[src/hdl/abs_enc_pkg.sv]
package abs_enc_pkg;

  localparam int TURN_BITS  = 16;
  localparam int COUNT_BITS = 20;
  localparam int ANGLE_BITS = 20;

  localparam int RAW_W      = 20;
  localparam int RATE_W     = 16;
  localparam int COEF_W     = 16;
  localparam int PP_W       = 7;
  localparam int OFFS_W     = 20;
  localparam int CFG_DATA_W = 20;
  localparam int CFG_IDX_W  = 2;

  localparam int POS_W = 36;
  localparam int REL_W = 37;
  localparam int VEL_W = 36;

  localparam int DIFF_W    = COUNT_BITS + 2;
  localparam int FRAC_BITS = 16;
  localparam int MCAND_W   = 37;
  localparam int MPLIER_W  = COEF_W + 1;
  localparam int ACC_W     = MCAND_W + MPLIER_W;
  localparam int CNT_W     = $clog2(MPLIER_W + 1);

  localparam int ANG_SHL = (ANGLE_BITS >= COUNT_BITS) ? ANGLE_BITS - COUNT_BITS : 0;
  localparam int ANG_SHR = (COUNT_BITS > ANGLE_BITS) ? COUNT_BITS - ANGLE_BITS : 0;

  localparam logic [RATE_W-1:0] RATE_RST = RATE_W'(10000);
  localparam logic [COEF_W-1:0] COEF_RST = '0;
  localparam logic [PP_W-1:0]   PP_RST   = PP_W'(4);
  localparam logic [OFFS_W-1:0] OFFS_RST = OFFS_W'(528862);

  localparam logic [MPLIER_W-1:0] COEF_ONE = MPLIER_W'(1) << FRAC_BITS;

  typedef enum logic [CFG_IDX_W-1:0] {
    CFG_SAMPLE_RATE,
    CFG_FILTER_COEF,
    CFG_POLE_PAIRS,
    CFG_ELEC_OFFSET
  } cfg_reg_t;

  typedef enum logic [2:0] {
    ST_IDLE,
    ST_DIFF,
    ST_VEL,
    ST_FILT_NEW,
    ST_FILT_OLD,
    ST_ANGLE,
    ST_OUT
  } seq_state_t;

  typedef struct packed {
    logic             start;
    logic             clear;
    logic [CNT_W-1:0] steps;
  } mac_ctrl_t;

  // Scale a single-turn count to ANGLE_BITS counts per turn.
  function automatic logic [ANGLE_BITS-1:0] to_angle(input logic [COUNT_BITS-1:0] raw);
    logic [ANGLE_BITS-1:0] scaled;
    scaled = ANGLE_BITS'(raw >> ANG_SHR);
    return scaled << ANG_SHL;
  endfunction

endpackage

[src/hdl/abs_encoder_multiturn_velocity.sv]
// Channel  Direction  Handshake            Payload
// cfg      in         cfg_valid/cfg_ready  cfg_index, cfg_data
// in       in         in_valid/in_ready    cmd, raw_position
// out      out        out_valid/out_ready  multi_turn_count, relative_position,
//                                          raw_velocity, filtered_velocity,
//                                          electrical_angle
// A primed position sample makes four passes through the shared shift-add multiplier
// (16, 17, 16 and 7 steps); the first sample after reset makes only the last pass.
// A set-home transaction completes in the accepting cycle and gives no result.
// in_ready is high only while the sequencer is idle; a finished result waits in the
// output register, and the next sample finishes only once that register is free.
// rst is synchronous; cfg_ready is always high.
module abs_encoder_multiturn_velocity (
  input  logic                                     clk,
  input  logic                                     rst,
  input  logic                                     cfg_valid,
  output logic                                     cfg_ready,
  input  logic [abs_enc_pkg::CFG_IDX_W-1:0]        cfg_index,
  input  logic [abs_enc_pkg::CFG_DATA_W-1:0]       cfg_data,
  input  logic                                     in_valid,
  output logic                                     in_ready,
  input  logic                                     cmd,
  input  logic [abs_enc_pkg::RAW_W-1:0]            raw_position,
  output logic                                     out_valid,
  input  logic                                     out_ready,
  output logic signed [abs_enc_pkg::POS_W-1:0]     multi_turn_count,
  output logic signed [abs_enc_pkg::REL_W-1:0]     relative_position,
  output logic signed [abs_enc_pkg::VEL_W-1:0]     raw_velocity,
  output logic signed [abs_enc_pkg::VEL_W-1:0]     filtered_velocity,
  output logic        [abs_enc_pkg::ANGLE_BITS-1:0] electrical_angle
);

  localparam int DW = abs_enc_pkg::DIFF_W;
  localparam int AW = abs_enc_pkg::ACC_W;
  localparam int VW = abs_enc_pkg::VEL_W;
  localparam logic signed [DW-1:0] HALF_TURN = DW'(1) <<< (abs_enc_pkg::COUNT_BITS - 1);
  localparam logic signed [DW-1:0] FULL_TURN = DW'(1) <<< abs_enc_pkg::COUNT_BITS;
  localparam logic signed [AW-1:0] VEL_MAX_A = {{(AW - VW + 1){1'b0}}, {(VW - 1){1'b1}}};
  localparam logic signed [AW-1:0] VEL_MIN_A = {{(AW - VW + 1){1'b1}}, {(VW - 1){1'b0}}};

  // configuration
  logic [abs_enc_pkg::RATE_W-1:0] sample_rate;
  logic [abs_enc_pkg::COEF_W-1:0] filter_coef;
  logic [abs_enc_pkg::PP_W-1:0]   pole_pairs;
  logic [abs_enc_pkg::OFFS_W-1:0] elec_offset;

  // tracking state
  abs_enc_pkg::seq_state_t state, state_next;
  logic [abs_enc_pkg::COUNT_BITS-1:0] cur_raw;
  logic [abs_enc_pkg::COUNT_BITS-1:0] prev_raw;
  logic [abs_enc_pkg::COUNT_BITS-1:0] home_count;
  logic [abs_enc_pkg::TURN_BITS-1:0]  turn_counter;
  logic signed [VW-1:0]               vel_raw;
  logic signed [VW-1:0]               vel_mem;
  logic                               primed;

  // shared multiplier
  abs_enc_pkg::mac_ctrl_t                        mac_ctrl;
  logic signed [abs_enc_pkg::MCAND_W-1:0]        mac_mcand;
  logic        [abs_enc_pkg::MPLIER_W-1:0]       mac_mplier;
  logic signed [AW-1:0]                          mac_acc;
  logic                                          mac_done;

  logic                                 in_fire;
  logic                                 out_free;
  logic signed [DW-1:0]                 diff_step;
  logic signed [DW-1:0]                 diff_fix;
  logic                                 wrap_down;
  logic                                 wrap_up;
  logic signed [VW-1:0]                 vel_sat;
  logic signed [AW-1:0]                 acc_shifted;
  logic signed [VW-1:0]                 filt;
  logic [abs_enc_pkg::ANGLE_BITS-1:0]   angle;
  logic [abs_enc_pkg::ANGLE_BITS-1:0]   angle_counts;
  logic [abs_enc_pkg::POS_W-1:0]        multi;
  logic [abs_enc_pkg::REL_W-1:0]        rel;

  abs_enc_mac u_mac (
    .clk    (clk),
    .rst    (rst),
    .ctrl   (mac_ctrl),
    .mcand  (mac_mcand),
    .mplier (mac_mplier),
    .acc    (mac_acc),
    .done   (mac_done)
  );

  assign cfg_ready = 1'b1;
  assign in_ready  = (state == abs_enc_pkg::ST_IDLE);
  assign in_fire   = in_valid && in_ready;
  assign out_free  = !out_valid || out_ready;

  // unwrap: a step beyond half a turn either way is a turn wrap
  assign diff_step = DW'(cur_raw) - DW'(prev_raw);
  assign wrap_down = diff_step > HALF_TURN;
  assign wrap_up   = diff_step < -HALF_TURN;
  always_comb begin
    diff_fix = diff_step;
    if (wrap_down) begin
      diff_fix = diff_step - FULL_TURN;
    end else if (wrap_up) begin
      diff_fix = diff_step + FULL_TURN;
    end
  end

  always_comb begin
    if (mac_acc > VEL_MAX_A) begin
      vel_sat = VEL_MAX_A[VW-1:0];
    end else if (mac_acc < VEL_MIN_A) begin
      vel_sat = VEL_MIN_A[VW-1:0];
    end else begin
      vel_sat = mac_acc[VW-1:0];
    end
  end

  assign acc_shifted  = mac_acc >>> abs_enc_pkg::FRAC_BITS;
  assign filt         = acc_shifted[VW-1:0];
  assign angle_counts = abs_enc_pkg::to_angle(cur_raw);
  assign angle        = abs_enc_pkg::ANGLE_BITS'(0) - mac_acc[abs_enc_pkg::ANGLE_BITS-1:0]
                        - abs_enc_pkg::ANGLE_BITS'(elec_offset);
  assign multi = (abs_enc_pkg::POS_W'(signed'(turn_counter)) << abs_enc_pkg::COUNT_BITS)
                 + abs_enc_pkg::POS_W'(cur_raw);
  assign rel   = abs_enc_pkg::REL_W'(signed'(multi)) - abs_enc_pkg::REL_W'(home_count);

  always_ff @(posedge clk) begin
    if (rst) begin
      state <= abs_enc_pkg::ST_IDLE;
    end else begin
      state <= state_next;
    end
  end

  always_comb begin
    state_next     = state;
    mac_ctrl.start = 1'b0;
    mac_ctrl.clear = 1'b0;
    mac_ctrl.steps = abs_enc_pkg::CNT_W'(abs_enc_pkg::PP_W);
    mac_mcand      = signed'(abs_enc_pkg::MCAND_W'(angle_counts));
    mac_mplier     = abs_enc_pkg::MPLIER_W'(pole_pairs);
    case (state)
      abs_enc_pkg::ST_IDLE: begin
        if (in_fire && !cmd) begin
          state_next = abs_enc_pkg::ST_DIFF;
        end
      end
      abs_enc_pkg::ST_DIFF: begin
        mac_ctrl.start = 1'b1;
        mac_ctrl.clear = 1'b1;
        if (primed) begin
          mac_ctrl.steps = abs_enc_pkg::CNT_W'(abs_enc_pkg::RATE_W);
          mac_mcand      = abs_enc_pkg::MCAND_W'(diff_fix);
          mac_mplier     = abs_enc_pkg::MPLIER_W'(sample_rate);
          state_next     = abs_enc_pkg::ST_VEL;
        end else begin
          state_next = abs_enc_pkg::ST_ANGLE;
        end
      end
      abs_enc_pkg::ST_VEL: begin
        // new velocity weighted by one minus the coefficient
        mac_ctrl.steps = abs_enc_pkg::CNT_W'(abs_enc_pkg::MPLIER_W);
        mac_mcand      = abs_enc_pkg::MCAND_W'(vel_sat);
        mac_mplier     = abs_enc_pkg::COEF_ONE - abs_enc_pkg::MPLIER_W'(filter_coef);
        if (mac_done) begin
          mac_ctrl.start = 1'b1;
          mac_ctrl.clear = 1'b1;
          state_next     = abs_enc_pkg::ST_FILT_NEW;
        end
      end
      abs_enc_pkg::ST_FILT_NEW: begin
        // accumulate the previous filtered velocity on top
        mac_ctrl.steps = abs_enc_pkg::CNT_W'(abs_enc_pkg::COEF_W);
        mac_mcand      = abs_enc_pkg::MCAND_W'(vel_mem);
        mac_mplier     = abs_enc_pkg::MPLIER_W'(filter_coef);
        if (mac_done) begin
          mac_ctrl.start = 1'b1;
          state_next     = abs_enc_pkg::ST_FILT_OLD;
        end
      end
      abs_enc_pkg::ST_FILT_OLD: begin
        if (mac_done) begin
          mac_ctrl.start = 1'b1;
          mac_ctrl.clear = 1'b1;
          state_next     = abs_enc_pkg::ST_ANGLE;
        end
      end
      abs_enc_pkg::ST_ANGLE: begin
        if (mac_done) begin
          state_next = abs_enc_pkg::ST_OUT;
        end
      end
      abs_enc_pkg::ST_OUT: begin
        if (out_free) begin
          state_next = abs_enc_pkg::ST_IDLE;
        end
      end
      default: begin
        state_next = abs_enc_pkg::ST_IDLE;
      end
    endcase
  end

  always_ff @(posedge clk) begin
    if (rst) begin
      sample_rate <= abs_enc_pkg::RATE_RST;
      filter_coef <= abs_enc_pkg::COEF_RST;
      pole_pairs  <= abs_enc_pkg::PP_RST;
      elec_offset <= abs_enc_pkg::OFFS_RST;
    end else if (cfg_valid && cfg_ready) begin
      case (abs_enc_pkg::cfg_reg_t'(cfg_index))
        abs_enc_pkg::CFG_SAMPLE_RATE: sample_rate <= abs_enc_pkg::RATE_W'(cfg_data);
        abs_enc_pkg::CFG_FILTER_COEF: filter_coef <= abs_enc_pkg::COEF_W'(cfg_data);
        abs_enc_pkg::CFG_POLE_PAIRS:  pole_pairs  <= abs_enc_pkg::PP_W'(cfg_data);
        abs_enc_pkg::CFG_ELEC_OFFSET: elec_offset <= abs_enc_pkg::OFFS_W'(cfg_data);
        default: begin
        end
      endcase
    end
  end

  always_ff @(posedge clk) begin
    if (rst) begin
      prev_raw     <= '0;
      home_count   <= '0;
      turn_counter <= '0;
      vel_mem      <= '0;
      primed       <= 1'b0;
      out_valid    <= 1'b0;
    end else begin
      if (in_fire) begin
        if (cmd) begin
          turn_counter <= '0;
          home_count   <= prev_raw;
        end
      end
      if (state == abs_enc_pkg::ST_DIFF) begin
        prev_raw <= cur_raw;
        primed   <= 1'b1;
        if (!primed) begin
          vel_mem <= '0;
        end else if (wrap_down) begin
          turn_counter <= turn_counter - abs_enc_pkg::TURN_BITS'(1);
        end else if (wrap_up) begin
          turn_counter <= turn_counter + abs_enc_pkg::TURN_BITS'(1);
        end
      end
      if (state == abs_enc_pkg::ST_FILT_OLD && mac_done) begin
        vel_mem <= filt;
      end
      if (state == abs_enc_pkg::ST_OUT && out_free) begin
        out_valid <= 1'b1;
      end else if (out_ready) begin
        out_valid <= 1'b0;
      end
    end
  end

  always_ff @(posedge clk) begin
    if (in_fire && !cmd) begin
      cur_raw <= abs_enc_pkg::COUNT_BITS'(raw_position);
    end
    if (state == abs_enc_pkg::ST_DIFF && !primed) begin
      vel_raw <= '0;
    end
    if (state == abs_enc_pkg::ST_VEL && mac_done) begin
      vel_raw <= vel_sat;
    end
    if (state == abs_enc_pkg::ST_OUT && out_free) begin
      multi_turn_count  <= signed'(multi);
      relative_position <= signed'(rel);
      raw_velocity      <= vel_raw;
      filtered_velocity <= vel_mem;
      electrical_angle  <= angle;
    end
  end

endmodule

[src/hdl/abs_enc_mac.sv]
module abs_enc_mac (
  input  logic                                      clk,
  input  logic                                      rst,
  input  abs_enc_pkg::mac_ctrl_t                    ctrl,
  input  logic signed [abs_enc_pkg::MCAND_W-1:0]    mcand,
  input  logic        [abs_enc_pkg::MPLIER_W-1:0]   mplier,
  output logic signed [abs_enc_pkg::ACC_W-1:0]      acc,
  output logic                                      done
);

  logic signed [abs_enc_pkg::ACC_W-1:0]    mc;
  logic        [abs_enc_pkg::MPLIER_W-1:0] mp;
  logic        [abs_enc_pkg::CNT_W-1:0]    cnt;
  logic                                    busy;

  always_ff @(posedge clk) begin
    if (rst) begin
      busy <= 1'b0;
      done <= 1'b0;
      cnt  <= '0;
    end else begin
      done <= 1'b0;
      if (ctrl.start) begin
        busy <= 1'b1;
        cnt  <= ctrl.steps;
      end else if (busy) begin
        cnt <= cnt - abs_enc_pkg::CNT_W'(1);
        if (cnt == abs_enc_pkg::CNT_W'(1)) begin
          busy <= 1'b0;
          done <= 1'b1;
        end
      end
    end
  end

  // Shift-add: one multiplier bit per cycle, LSB first.
  always_ff @(posedge clk) begin
    if (ctrl.start) begin
      mc <= abs_enc_pkg::ACC_W'(mcand);
      mp <= mplier;
      if (ctrl.clear) begin
        acc <= '0;
      end
    end else if (busy) begin
      if (mp[0]) begin
        acc <= acc + mc;
      end
      mc <= mc <<< 1;
      mp <= mp >> 1;
    end
  end

endmodule

[config.mk]
export PLATFORM = sky130hd
export DESIGN_NAME = abs_encoder_multiturn_velocity
export DESIGN_NICKNAME = d
export VERILOG_FILES = /design/src/hdl/abs_enc_pkg.sv /design/src/hdl/abs_encoder_multiturn_velocity.sv /design/src/hdl/abs_enc_mac.sv
export SDC_FILE = /design/constraint.sdc
export NUM_CORES = 1
export LEC_CHECK = 0
export BUFFER_PORTS_ARGS = -buffer_cell sky130_fd_sc_hd__buf_2
export CAP_MARGIN = 0
export CORE_MARGIN = 2
export CORE_UTILIZATION = 61
export CTS_CLUSTER_DIAMETER = 50
export DETAILED_ROUTE_END_ITERATION = 6
export GPL_TIMING_DRIVEN = 1
export HOLD_SLACK_MARGIN = 0.03
export PLACE_DENSITY = 0.91
export SLEW_MARGIN = 20
export SYNTH_ARGS = -nofsm -noshare
export SYNTH_HDL_FRONTEND = slang
export SYNTH_HIERARCHICAL = 1
export SYNTH_SLANG_ARGS = --single-unit
[constraint.sdc]
create_clock -name clk -period 7 [get_ports clk]
set_input_delay 0 -clock clk [delete_from_list [all_inputs] [get_ports clk]]
set_output_delay 0 -clock clk [all_outputs]
set_load 0.02 [all_outputs]
; Yosys cells after proc, flatten, opt, wreduce, memory -nomap -nowiden
; Index checks and enable logic that the tools add are counted.
[op_classes]
add_sub_neg = 12
order_cmp = 4
eq_ne = 18
muxes = 49
n_bitwise = 1
reduce_logical = 27
[ops]
columns = op, count
row1 = 2-to-1 mux 54 bit, 6
row2 = 2-to-1 mux 36 bit, 7
row3 = 2-to-1 mux 16 bit, 7
row4 = case mux 37 bit (3 select lines), 1
row5 = adder 54 bit, 1
row6 = greater-than comparator 54 x 36 -> 1 bit (second input constant), 1
row7 = less-than comparator 54 x 36 -> 1 bit (second input constant), 1
row8 = case mux 17 bit (3 select lines), 1
row9 = 2-to-1 mux 22 bit, 2
row10 = 2-to-1 mux 37 bit, 1
row11 = subtractor 36 x 21 -> 37 bit, 1
row12 = adder 36 x 20 -> 36 bit, 1
row13 = 2-to-1 mux 17 bit, 2
row14 = adder 21 x 22 -> 22 bit (second input constant), 1
row15 = subtractor 21 x 22 -> 22 bit (second input constant), 1
row16 = greater-than comparator 21 bit (second input constant), 1
row17 = less-than comparator 21 x 20 -> 1 bit (second input constant), 1
row18 = 2-to-1 mux 3 bit, 7
row19 = case mux 3 bit (7 select lines), 1
row20 = subtractor 20 x 20 -> 21 bit, 1
row21 = subtractor 1 x 20 -> 20 bit (first input constant), 1
row22 = subtractor 20 bit, 1
row23 = subtractor 17 x 16 -> 17 bit (first input constant), 1
row24 = adder 16 x 1 -> 16 bit (second input constant), 1
row25 = other kinds (28), 62
[totals]
register_bits = 509
in_bits = 48
output_inout_bits = 168
wordCells = 135

; Logic depth before layout (Yosys ltp)
; Gate-level depths: netlist of run 1.
[logic_depth]
depth_word = 7
ltp_mapped = 18

; Modules after synthesis
; Netlist of run 1, hierarchy kept.
[modules_own_cells]
columns = mod, instances, cells_each, area_each_um2, seq_area_each_um2
row1 = abs_encoder_multiturn_velocity, 1, 1944, 18803.0, 9759.4
row2 = abs_enc_mac, 1, 752, 8170.3, 3893.7

; Least setup slack after synthesis of run 1
; Ideal clock, no wire load.
[synth_timing]
kind = register -> register
start = reg state[0]
end = reg u_mac/acc[0] (netlist name) (enable)
setup_time_ps = 540
t_arrival_ps = 5595
t_required_ps = 6460
setup_slack_ps = 865
stages_incl_launch_ff = 10
n_path_buf = 5
cell_sequence = dfxtp_1 -> clkbuf_1 -> nor2b_1 -> and3b_1 -> clkbuf_1 -> buf_1 -> o21bai_1 -> clkbuf_1 -> clkbuf_1 -> o21ai_0
[synth_rtl]
columns = item, line
row1 = start: declaration, abs_encoder_multiturn_velocity.sv:48  ; abs_enc_pkg::seq_state_t state, state_next;
row2 = start signal: assignment, abs_encoder_multiturn_velocity.sv:127  ; state <= abs_enc_pkg::ST_IDLE;
row3 = start signal: assignment, abs_encoder_multiturn_velocity.sv:129  ; state <= state_next;
row4 = end signal: assignment, abs_enc_mac.sv:46  ; acc <= acc + mc;
row5 = end: declaration, abs_enc_mac.sv:7  ; output logic signed [abs_enc_pkg::ACC_W-1:0] acc,

; Final worst setup path of run 1
[layout_timing]
start = reg cur_raw (netlist bit angle_counts[0])
end = reg u_mac/mc[39] (netlist name) (data pin)
[layout_between]
elab_chain_len = 7
elab_cells_between_ends = 10
cone_classes = add/sub (3) / order compare (2) / mux (5)
[layout_lines]
columns = item, line
row1 = start: declaration, abs_encoder_multiturn_velocity.sv:49  ; logic [abs_enc_pkg::COUNT_BITS-1:0] cur_raw;
row2 = start signal: assignment, abs_encoder_multiturn_velocity.sv:259  ; cur_raw <= abs_enc_pkg::COUNT_BITS'(raw_position);
row3 = subtractor 20 x 20 -> 21 bit (*), abs_encoder_multiturn_velocity.sv:94  ; assign diff_step = DW'(cur_raw) - DW'(prev_raw);
row4 = adder 21 x 22 -> 22 bit / less-than comparator 21 x 20 -> 1 bit (equally long branches), "abs_encoder_multiturn_velocity.sv:102, abs_encoder_multiturn_velocity.sv:96"
row5 = 2-to-1 mux 22 bit, abs_encoder_multiturn_velocity.sv:101  ; end else if (wrap_up) begin
row6 = 2-to-1 mux 22 bit (*), abs_encoder_multiturn_velocity.sv:99  ; if (wrap_down) begin
row7 = 2-to-1 mux 37 bit (*), abs_encoder_multiturn_velocity.sv:149  ; if (primed) begin
row8 = case mux 37 bit (3 select lines) (*), abs_encoder_multiturn_velocity.sv:140  ; case (state)
row9 = 2-to-1 mux 54 bit (*), abs_enc_mac.sv:38  ; if (ctrl.start) begin
row10 = end signal: assignment, abs_enc_mac.sv:39  ; mc <= abs_enc_pkg::ACC_W'(mcand);
row11 = end signal: assignment, abs_enc_mac.sv:48  ; mc <= mc <<< 1;
row12 = end: declaration, abs_enc_mac.sv:11  ; logic signed [abs_enc_pkg::ACC_W-1:0] mc;
; Every way passes the cells marked *; elsewhere a longest branch is shown, timed or not.
; A chain may end at the register's enable or synchronous reset.

==> results of run 1 <==
==> worst max-delay path by stage <==
| stage | startpoint | end | slack (ns) | cells past startpoint |
|---|---|---|---|---|
| final | angle_counts[0]$_DFFE_PP_ | u_mac/mc[39]$_DFFE_PN_ | 2.18 | 15 |
| after global routing | angle_counts[0]$_DFFE_PP_ | u_mac/mc[39]$_DFFE_PN_ | 1.99 | 15 |
| after CTS | angle_counts[0]$_DFFE_PP_ | u_mac/mc[39]$_DFFE_PN_ | 2.29 | 15 |
| after detailed placement | angle_counts[0]$_DFFE_PP_ | u_mac/mc[46]$_DFFE_PN_ | 2.34 | 15 |
| after global placement | angle_counts[0]$_DFFE_PP_ | u_mac/mc[44]$_DFFE_PN_ | 2.48 | 15 |
| after floorplan | state[0]$_SDFFE_PP0P_ | u_mac/acc[0]$_SDFFCE_PP0P_ | 0.86 | 9 |
==> final cells by class <==
cell class,count,area [um2]
timing repair buffer,284,1710
fill,3023,13000
multi-input combinational,1892,12200
sequential,509,13700
inverter,150,563
clock buffer,64,1480
tap,592,741
clock inverter,35,523
==> per-stage QoR <==
step	utilization, %	hold WS [ns]	setup WS (ns)	cells	power, mW
after floorplan	-	0.0724	0.865	2696	8.70
after global placement	64.8	0.178	2.48	3383	9.89
after detailed placement	64.8	0.178	2.34	3383	10.1
after CTS	70.3	0.0753	2.29	3526	13.4
after global routing	70.4	0.0946	1.99	3526	14.2
final	70.4	0.100	2.18	3526	13.6
==> power groups by stage <==
stage / logic [mW] / clock network, mW / registers, mW
final: 5.80 / 3.22 / 4.60
after global routing: 6.24 / 3.34 / 4.63
after CTS: 5.61 / 3.21 / 4.57
after detailed placement: 5.50 / 0 / 4.62
after global placement: 5.28 / 0 / 4.61
after floorplan: 4.25 / 0 / 4.45
==> kinds of logic (layout without fill, tap and decap cells) <==
kind of cell / count (synthesis) / in the layout / synth area share, %
xor+xnor: 126 / 126 / 4.09
flops: 509 / 509 / 50.6
buf+inv: 295 / 533 / 4.27
mux: 72 / 72 / 2.93
fa+ha+maj: 139 / 139 / 6.56
compound gates: 676 / 676 / 16.3
simple gates: 877 / 877 / 15.2
other cells: 2 / 2 / 0.0278
==> critical path, delay by kind of cell (launching register included) <==
| kind | cells | cell delay (ns) |
|---|---|---|
| adders and majority gates | 2 | 0.63 |
| xor gates and xnor gates | 1 | 0.19 |
| buffers and inverters | 2 | 0.21 |
| AOI/OAI and AO/OA | 3 | 0.55 |
| and+or+nand+nor | 7 | 2.48 |
| DFF | 1 | 0.46 |
==> cell usage after synthesis, drive strengths merged (20+ instances only) <==
cell / n / area share (%)
xnor2: 87 / 2.8
and2: 37 / 0.86
nor3: 40 / 0.76
edfxtp: 346 / 39
and3: 23 / 0.53
mux2: 56 / 2.3
nand3: 33 / 0.61
a21o: 42 / 1.2
o21a: 21 / 0.58
xor2: 39 / 1.3
o21bai: 20 / 0.57
nand4: 26 / 0.60
a211oi: 20 / 0.62
nand2: 309 / 4.3
inv: 150 / 2.1
clkbuf: 119 / 1.7
dfxtp: 163 / 12
a22oi: 53 / 1.5
ha: 135 / 6.3
o21ai: 110 / 2.1
a211o: 28 / 0.91
nand2b: 30 / 0.70
nor2: 262 / 3.6
nor2b: 28 / 0.68
buf: 26 / 0.52
a21oi: 241 / 4.5
==> flip-flops by register name (all words and copies together) (netlist names), 17 cells and up <==
name / flops
multi_turn_count: 36
raw_velocity: 36
prev_raw: 20
home_count: 20
electrical_angle: 20
elec_offset: 20
u_mac/acc: 54
angle_counts: 20
relative_position: 37
u_mac/mc: 54
u_mac/mp: 17
filtered_velocity: 36
vel_raw: 36
vel_mem: 36
==> per-layer routing <==
metal,GRT usage (%),wire length [um],up-vias
met2,54.5,37100,1604
met5,0,21,-
met4,18.3,4830,2
met3,6.24,7930,365
met1,42.9,29600,10913
li1,-,-,10100
==> results.cfg, run 1 <==
[run_status]
status = complete, no violations

[finish]
mostFrequentLayoutCells = 346 x edfxtp_1, 309 x nand2_1, 261 x nor2_1
diodes = 0
final_area_um2 = 30900
drive_gt1_share_pct = 15.1
final_nets = 3077
area_delta_synth_final_pct = 14.6
final_common_cell = edfxtp_1

[sta]
rsz0062_at_grt = false
hold_viol = 0
worst_slew_pin_slew_ns = 1.15
relSlewSlack_pct = 22.8
period_share_pct = 68.9
finalSetupViolCount = 0
slew_viol_final = 0
skew_ns = 0.0277
finalCriticalPeriod_ns = 4.82
fmax_mhz = 207
setup_tns_ns = 0

[min_path]
hp-class = in -> reg
worstHoldStart = raw_position[9]
hold-path-endpoint = angle_counts[9]$_DFFE_PP_
holdPathStages = 2

[clock_network]
htree_levels = 2
cts_tree = built
cts.sinks = 509
clock_latency_ns = 0.62
cts_hold_buf = 44
cts_root_buf = clkbuf_16
cts_buffer_depth = 3
clkTransAtPathRegs_ns = 0.07
cts.repair.resized = 0
cts_setup_buffers = 0
numCtsBuffers = 53

[worst_setup_path]
slowest_stage = edfxtp_1
r2r_cells = 15
max_stage_delay_ns = 0.46
path_class = reg -> reg
timing.rr.start = angle_counts[0]$_DFFE_PP_
required_ns = 7.31
worstSetupStartpointType = flip-flop
endpoint_kind = flip-flop
worst_path_most_repeated_cell = inv_1
cp_max_fo = 18
crit_chain = inv_1 > ha_1 > inv_1 > fa_1 > xor2_1 > nor4b_1 > o211ai_1 > or4_1 > or3_1 > nand4bb_1 > or3_4 > nor2b_4 > o21bai_1 > nand2_1 > o21ai_0
cp.arrival_ns = 5.14
reg2reg_setup_slack_ns = 2.18
r2r-end = u_mac/mc[39]$_DFFE_PN_

[drt]
ant_nets = 0
wl_per_cell_um = 22.6
drt-initial-drc-count = 2880
routed_wl_um = 79600
vias = 22984
via_per_inst = 6.52
dr.pass1.iters = 6
drt_drc_violations_left = 0

[global_route]
grt_pass1_wl_um = 122000
grt_overflow_total = 0
grt_util_all_layers_pct = 33.6
grt_max_degree = 89
grt_antenna_before_repair = 2
first_global_vias = 21978

[synth]
synthesis.nets = 2883
synth.distinct_cells = 95
seq_area_frac_synth_pct = 50.6
synth_seq_cells = 509
netlist_area_um2 = 27000
yosysWarnings = 6
avgSynthCellArea_um2 = 10.0
syn_inst = 2696
synth_edf_count = 346
async_flop_share_pct = 0
synth_ff_type = edfxtp_1

[power_and_ir_drop]
p_comb_share_pct = 42.6
power.leakage_nw = 12.0
power_switching_mw = 5.29
p_seq_share_pct = 33.8
clkPwrFrac_pct = 23.6
ir_drop_mv = 0.235
sw_frac_of_total_pct = 38.9
p_per_area_nw_per_um2 = 440
p_int_mw = 8.32

[place]
gp_congestion = 0.973
port_buffers = 214
placed_cell_area_um2 = 28500
dp_hpwl_um = 54100

[floorplanning]
io_pins = 216
fp.dieArea_um2 = 45900
core_um2 = 43900
rows = 77
die_h_um = 214
initial_core_util_pct = 61.4
dieWidth_um = 214

[run]
drv_cap = 0
No activity file was read; power rests on OpenSTA's default activity.
==> inputs of run 2 (changes only) <==
- ABC_AREA: default -> 1
- CORE_UTILIZATION: 61 -> 55
- PLACE_DENSITY: 0.91 -> 0.87
- clock period: 7 -> 3.9 ns (I/O delays scaled with it)
==> results.cfg, run 2 <==
[finish]
final_nets = 4178
mostFrequentLayoutCells = 965 x nand2_1, 583 x inv_1, 395 x nor2_1
final_common_cell = nand2_1
largestRegisters = u_mac/acc: 54 flops, u_mac/mc: 54 flops, relative_position: 37 flops
drive_gt1_share_pct = 11.6
final_core_util_pct = 64.2
area_delta_synth_final_pct = 15.5

[synth]
synth_ff_type = edfxtp_1
synth_top_area_share_pct = 35.6
synthesis.nets = 3903
synth_seq_cells = 509
synth.area.top_cells = edfxtp_1 36%, nand2_1 12%, dfxtp_1 11%
netlist_area_um2 = 29200
yosysWarnings = 6
netlist_top_cells_count = 966 x nand2_1, 586 x inv_1, 399 x nor2_1
yosys.area.top_type = edfxtp_1
synth_edf_count = 346
async_flop_share_pct = 0
synth.distinct_cells = 59
seq_area_frac_synth_pct = 46.8
syn_inst = 3716
avgSynthCellArea_um2 = 7.86
yosysMostFrequentCell = nand2_1

[run]
drv_cap = 0

[drt]
via_per_inst = 5.69
drt_drc_violations_left = 0
routed_wl_um = 89500
vias = 26880
ant_nets = 0
dr.pass1.iters = 6
drt-initial-drc-count = 3350
wl_per_cell_um = 18.9

[place]
dp_hpwl_um = 65500
gp_congestion = 1.03
port_buffers = 214

[sta]
hold_viol = 0
fmax_mhz = 285
slew_viol_final = 0
period_share_pct = 90.1
worst_slew_pin_slew_ns = 1.06
rsz0062_at_grt = false
setup_tns_ns = 0
finalSetupViolCount = 0
skew_ns = 0.0211
finalCriticalPeriod_ns = 3.51
relSlewSlack_pct = 29.0

[power_and_ir_drop]
p_per_area_nw_per_um2 = 805
power.leakage_nw = 15.3
ir_drop_mv = 0.433

[worst_setup_path]
worstSetupStartpointType = flip-flop
worst_path_most_repeated_cell = nand2_1
cp_max_fo = 18
max_stage_delay_ns = 0.43
path_class = reg -> reg
crit_chain = inv_1 > ha_1 > inv_1 > fa_1 > nand2_1 > nand2_1 > nand2_1 > inv_1 > nand2_1 > nand2_1 > nor2_1 > nand3_1 > nor2_1 > nand2_1 > nor2_2 > nand2_4 > o21bai_4 > o221ai_1 > nand2_1 > buf_4 > nand2_1
slowest_stage = fa_1
required_ns = 4.27
cp.arrival_ns = 3.88
endpoint_kind = flip-flop

[global_route]
grt_util_all_layers_pct = 32.3
grt_max_degree = 92
grt_pass1_wl_um = 138000
grt_overflow_total = 0
use_met3_pct = 5.46
grt_antenna_before_repair = 1
first_global_vias = 25364
use_met2_pct = 53.4
use_met1_pct = 41.5
top_usage_layer = met2

[clock_network]
htree_levels = 2
cts_tree = built
cts_buffer_depth = 3
numCtsBuffers = 55
clock_latency_ns = 0.62
cts.sinks = 509
cts_root_buf = clkbuf_16
clkTransAtPathRegs_ns = 0.06

[floorplanning]
io_pins = 216
fp.dieArea_um2 = 55000
core_um2 = 52600
initial_core_util_pct = 55.6
rows = 84
die_h_um = 234
dieWidth_um = 234

[run_status]
status = complete, no violations

[min_path]
hp-class = in -> reg
==> run 2: report_power, final <==
group | internal [mW] | leakage (nW) | switching, mW
Combinational | 4.04 | 9.81 | 9.19
Sequential | 7.58 | 4.54 | 0.749
Clock | 3.33 | 0.946 | 2.28
Total | 14.9 | 15.3 | 12.2
==> run 2: worst paths after layout <==
| kind | start | slack (ns) | to | depth (start not counted) |
|---|---|---|---|---|
| max | angle_counts[0]$_DFFE_PP_ | 0.39 | u_mac/mc[51]$_DFFE_PN_ | 21 |
| min | raw_position[2] | 0.1 | angle_counts[2]$_DFFE_PP_ | 2 |
| max reg2reg | angle_counts[0]$_DFFE_PP_ | 0.39 | u_mac/mc[51]$_DFFE_PN_ | 21 |
| min reg2reg | vel_raw[0]$_SDFFCE_PN0P_ | 0.41 | raw_velocity[0]$_DFFE_PP_ | 0 |
==> run 2: kinds of logic (layout without fill, tap and decap cells) <==
group / after synthesis / count (layout) / synth area share (%)
other: 2 / 3 / 0.0257
XOR/XNOR: 77 / 77 / 2.31
flip-flops: 509 / 509 / 46.8
adder cells (fa/ha/maj): 139 / 139 / 6.06
AO/OA/AOI/OAI: 594 / 594 / 11.5
buffers and inverters: 723 / 1044 / 9.53
AND/OR/NAND/NOR: 1672 / 1672 / 23.8
==> run 2: through the flow <==
stage	hold slack [ns]	cells	power [mW]	setup WS, ns	cell area (um2)
6_report	0.0980	4726	27.2	0.387	33700
5_1_grt	0.0841	4725	28.9	0.0507	33700
4_1_cts	0.0705	4723	26.8	0.313	33700
3_5_place_dp	0.191	4560	21.0	0.365	31200
3_3_place_gp	0.184	4560	20.8	0.442	31200
2_1_floorplan	0.0691	3716	17.4	-1.02	29200
==> run 2: final cells by class <==
class	count	area, um2
Fill cell	4354	18800
Clock inverter	28	369
Antenna cell	1	2.50
Sequential cell	509	13700
Multi-Input combinational cell	2484	12800
Inverter	612	2300
Clock buffer	75	1590
Timing Repair Buffer	329	2150
Tap cell	688	861
==> run 2: per-layer routing <==
layer / vias up / wire length (um) / share of wire, %
li1: 12646 / - / -
met1: 12350 / 34900 / 39
met2: 1557 / 41000 / 46
met3: 325 / 8850 / 9.9
met4: 2 / 4670 / 5.2
met5: - / 18 / 0.020
==> run 2: repair_timing <==
item / CTS / global route
hold buffers: 60 / 0
endpoints found under the setup margin: 0 / 18
endpoints found under the hold margin: 104 / 0
resized for setup: 0 / 1
buffers inserted: 0 / 2
==> run 2: worst max-delay path: cells and delay by family, from the launching register on <==
family,cells,cell delay (ns)
AO/OA/AOI/OAI,2,0.51
adder cells (fa/ha/maj),2,0.59
buffers and inverters,4,0.49
flip-flops,1,0.41
AND/OR/NAND/NOR,13,1.23
==> inputs of run 3 (changes only) <==
- CORE_MARGIN: 2 -> 4
- CTS_BUF_LIST: default -> sky130_fd_sc_hd__clkbuf_16
- SYNTH_HIERARCHICAL: 1 -> default
==> results.cfg, run 3 <==
[synth]
synth_seq_cells = 509
synth.area.top_cells = edfxtp_1 38%, dfxtp_1 12%, nand2_1 8.8%
avgSynthCellArea_um2 = 8.41
synth_top_area_share_pct = 37.7
yosysMostFrequentCell = nand2_1
netlist_top_cells_count = 645 x nand2_1, 392 x inv_1, 367 x nor2_1
synth.distinct_cells = 53
synth_edf_count = 346
async_flop_share_pct = 0
yosysWarnings = 0
yosys.area.top_type = edfxtp_1
seq_area_frac_synth_pct = 49.6
synth_ff_type = edfxtp_1
netlist_area_um2 = 27500
synthesis.nets = 3462
syn_inst = 3275

[sta]
period_share_pct = 92.3
fmax_mhz = 278
slew_viol_final = 0
worst_slew_pin_slew_ns = 0.949
timing.hold.ws_ns = 0.0763
worst_slack_ns = 0.301
hold_viol = 0
finalCriticalPeriod_ns = 3.60
finalSetupViolCount = 0
setup_tns_ns = 0
skew_ns = 0.0260
relSlewSlack_pct = 36.8
rsz0062_at_grt = false

[global_route]
grt_util_all_layers_pct = 30.6
first_global_vias = 23795
grt_pass1_wl_um = 130000
grt_antenna_before_repair = 0
grt_overflow_total = 0
grt_max_degree = 165

[run_status]
violations = DRC
status = finished with violations

[worst_setup_path]
r2r_cells = 18
cp.arrival_ns = 4.11
endpoint_kind = flip-flop
cp_max_fo = 17
worstSetupStartpointType = flip-flop
path_class = reg -> reg
required_ns = 4.41

[drt]
drt-initial-drc-count = 3203
dr.pass1.iters = 7
wl_per_cell_um = 19.9
routed_wl_um = 84500
drt_drc_violations_left = 4
ant_nets = 0
via_per_inst = 5.93
vias = 25133

[run]
drv_cap = 0

[min_path]
holdPathStages = 4
hp-class = in -> reg

[finish]
diodes = 0
final_nets = 3715
largestRegisters = u_mac.acc: 54 flops, u_mac.mc: 54 flops, relative_position: 37 flops
final_core_util_pct = 64.4
drive_gt1_share_pct = 11.0
final_common_cell = nand2_1
final_area_um2 = 31700
fill_cells = 3958
area_delta_synth_final_pct = 15.3
mostFrequentLayoutCells = 643 x nand2_1, 400 x inv_1, 365 x nor2_1

[floorplanning]
io_pins = 216
initial_core_util_pct = 55.9
die_h_um = 232
dieWidth_um = 232
core_um2 = 49300
rows = 81
fp.dieArea_um2 = 53700

[clock_network]
cts_hold_buf = 56
cts_buffer_depth = 3
htree_levels = 2
cts_tree = built
clkTransAtPathRegs_ns = 0.07
cts_setup_buffers = 0
cts_root_buf = clkbuf_16
cts.sinks = 509
clock_latency_ns = 0.63
cts.repair.resized = 0
numCtsBuffers = 56

[place]
gp_congestion = 1.01
place_ws_ns = 0.459
dp_hpwl_um = 61400
port_buffers = 214
placed_cell_area_um2 = 29300

[power_and_ir_drop]
sw_frac_of_total_pct = 43.7
ir_drop_mv = 0.374
power_switching_mw = 10.8
p_per_area_nw_per_um2 = 777
power.leakage_nw = 13.4
p_int_mw = 13.9
p_comb_share_pct = 44.9
clkPwrFrac_pct = 21.4
p_seq_share_pct = 33.7
==> run 3: changes by cell type after synthesis, sizes merged, moves of 43 or more <==
cell   delta
inv     -205
nor2     -61
nand2   -327
a21oi   +111
o21ai    +53
nand3    -43
==> run 3: worst paths after layout <==
path / from / end / slack, ns
worst max register to register: angle_counts[2]$_DFFE_PP_ / turn_counter[14]$_SDFF_PP0_ / 0.30
worst max-delay path: angle_counts[2]$_DFFE_PP_ / turn_counter[14]$_SDFF_PP0_ / 0.30
worst min register to register: vel_raw[21]$_SDFFCE_PN0P_ / raw_velocity[21]$_DFFE_PP_ / 0.42
worst min-delay path: rst / turn_counter[0]$_SDFF_PP0_ / 0.08
==> run 3: routing by layer <==
layer,GRT usage [%],part of all wire (%)
met5,0,0
met4,12.4,4.9
met3,6.81,12
met2,48.8,45
met1,40.7,39
==> run 3: worst max-delay path, stage by stage, from the launching register on <==
cell and delay [ns]:
edfxtp_1 0.47, ha_1 0.46, nand2_1 0.08, nand2_1 0.11
inv_2 0.05, nand2_2 0.07, nand2_1 0.07, nand2_2 0.09
nand2_1 0.08, nand2_1 0.12, nand2_1 0.10, nand3b_1 0.11
nand2_2 0.15, nor2_1 0.60, nand2_2 0.42, inv_1 0.28
nor2_1 0.06, nor2_1 0.11, nor2_1 0.05
==> run 3: logic make-up after synthesis <==
family                     share of synthesized area, %
AOI/OAI and AO/OA                                  15.0
xor gates and xnor gates                           2.51
adders and majority gates                          6.42
buffers and inverters                              7.25
DFF                                                49.6
other                                            0.0136
and+or+nand+nor                                    19.2
==> run 3: per-stage QoR <==
step / std cells / power, mW
floorplan: 3275 / 15.8
global placement: 4078 / 18.8
detailed placement: 4078 / 19.0
CTS: 4240 / 24.3
global route: 4240 / 26.2
finish: 4240 / 24.7
==> run 3: area by class of cell <==
type	count	area, um2	area share, %
Clock inverter	48	399	1.26
Multi-Input combinational cell	2248	11900	37.6
Clock buffer	58	1450	4.57
Inverter	404	1520	4.78
Sequential cell	509	13700	43.0
Tap cell	664	831	2.62
Timing Repair Buffer	309	1950	6.14
==> run 3: power by group through the flow <==
stage / Clock [mW] / Combinational, mW / Sequential, mW
6_report: 5.27 / 11.1 / 8.32
4_1_cts: 5.29 / 10.8 / 8.26
3_3_place_gp: 0 / 10.4 / 8.32
3_5_place_dp: 0 / 10.6 / 8.35
2_1_floorplan: 0 / 7.58 / 8.24
5_1_grt: 5.54 / 12.2 / 8.38
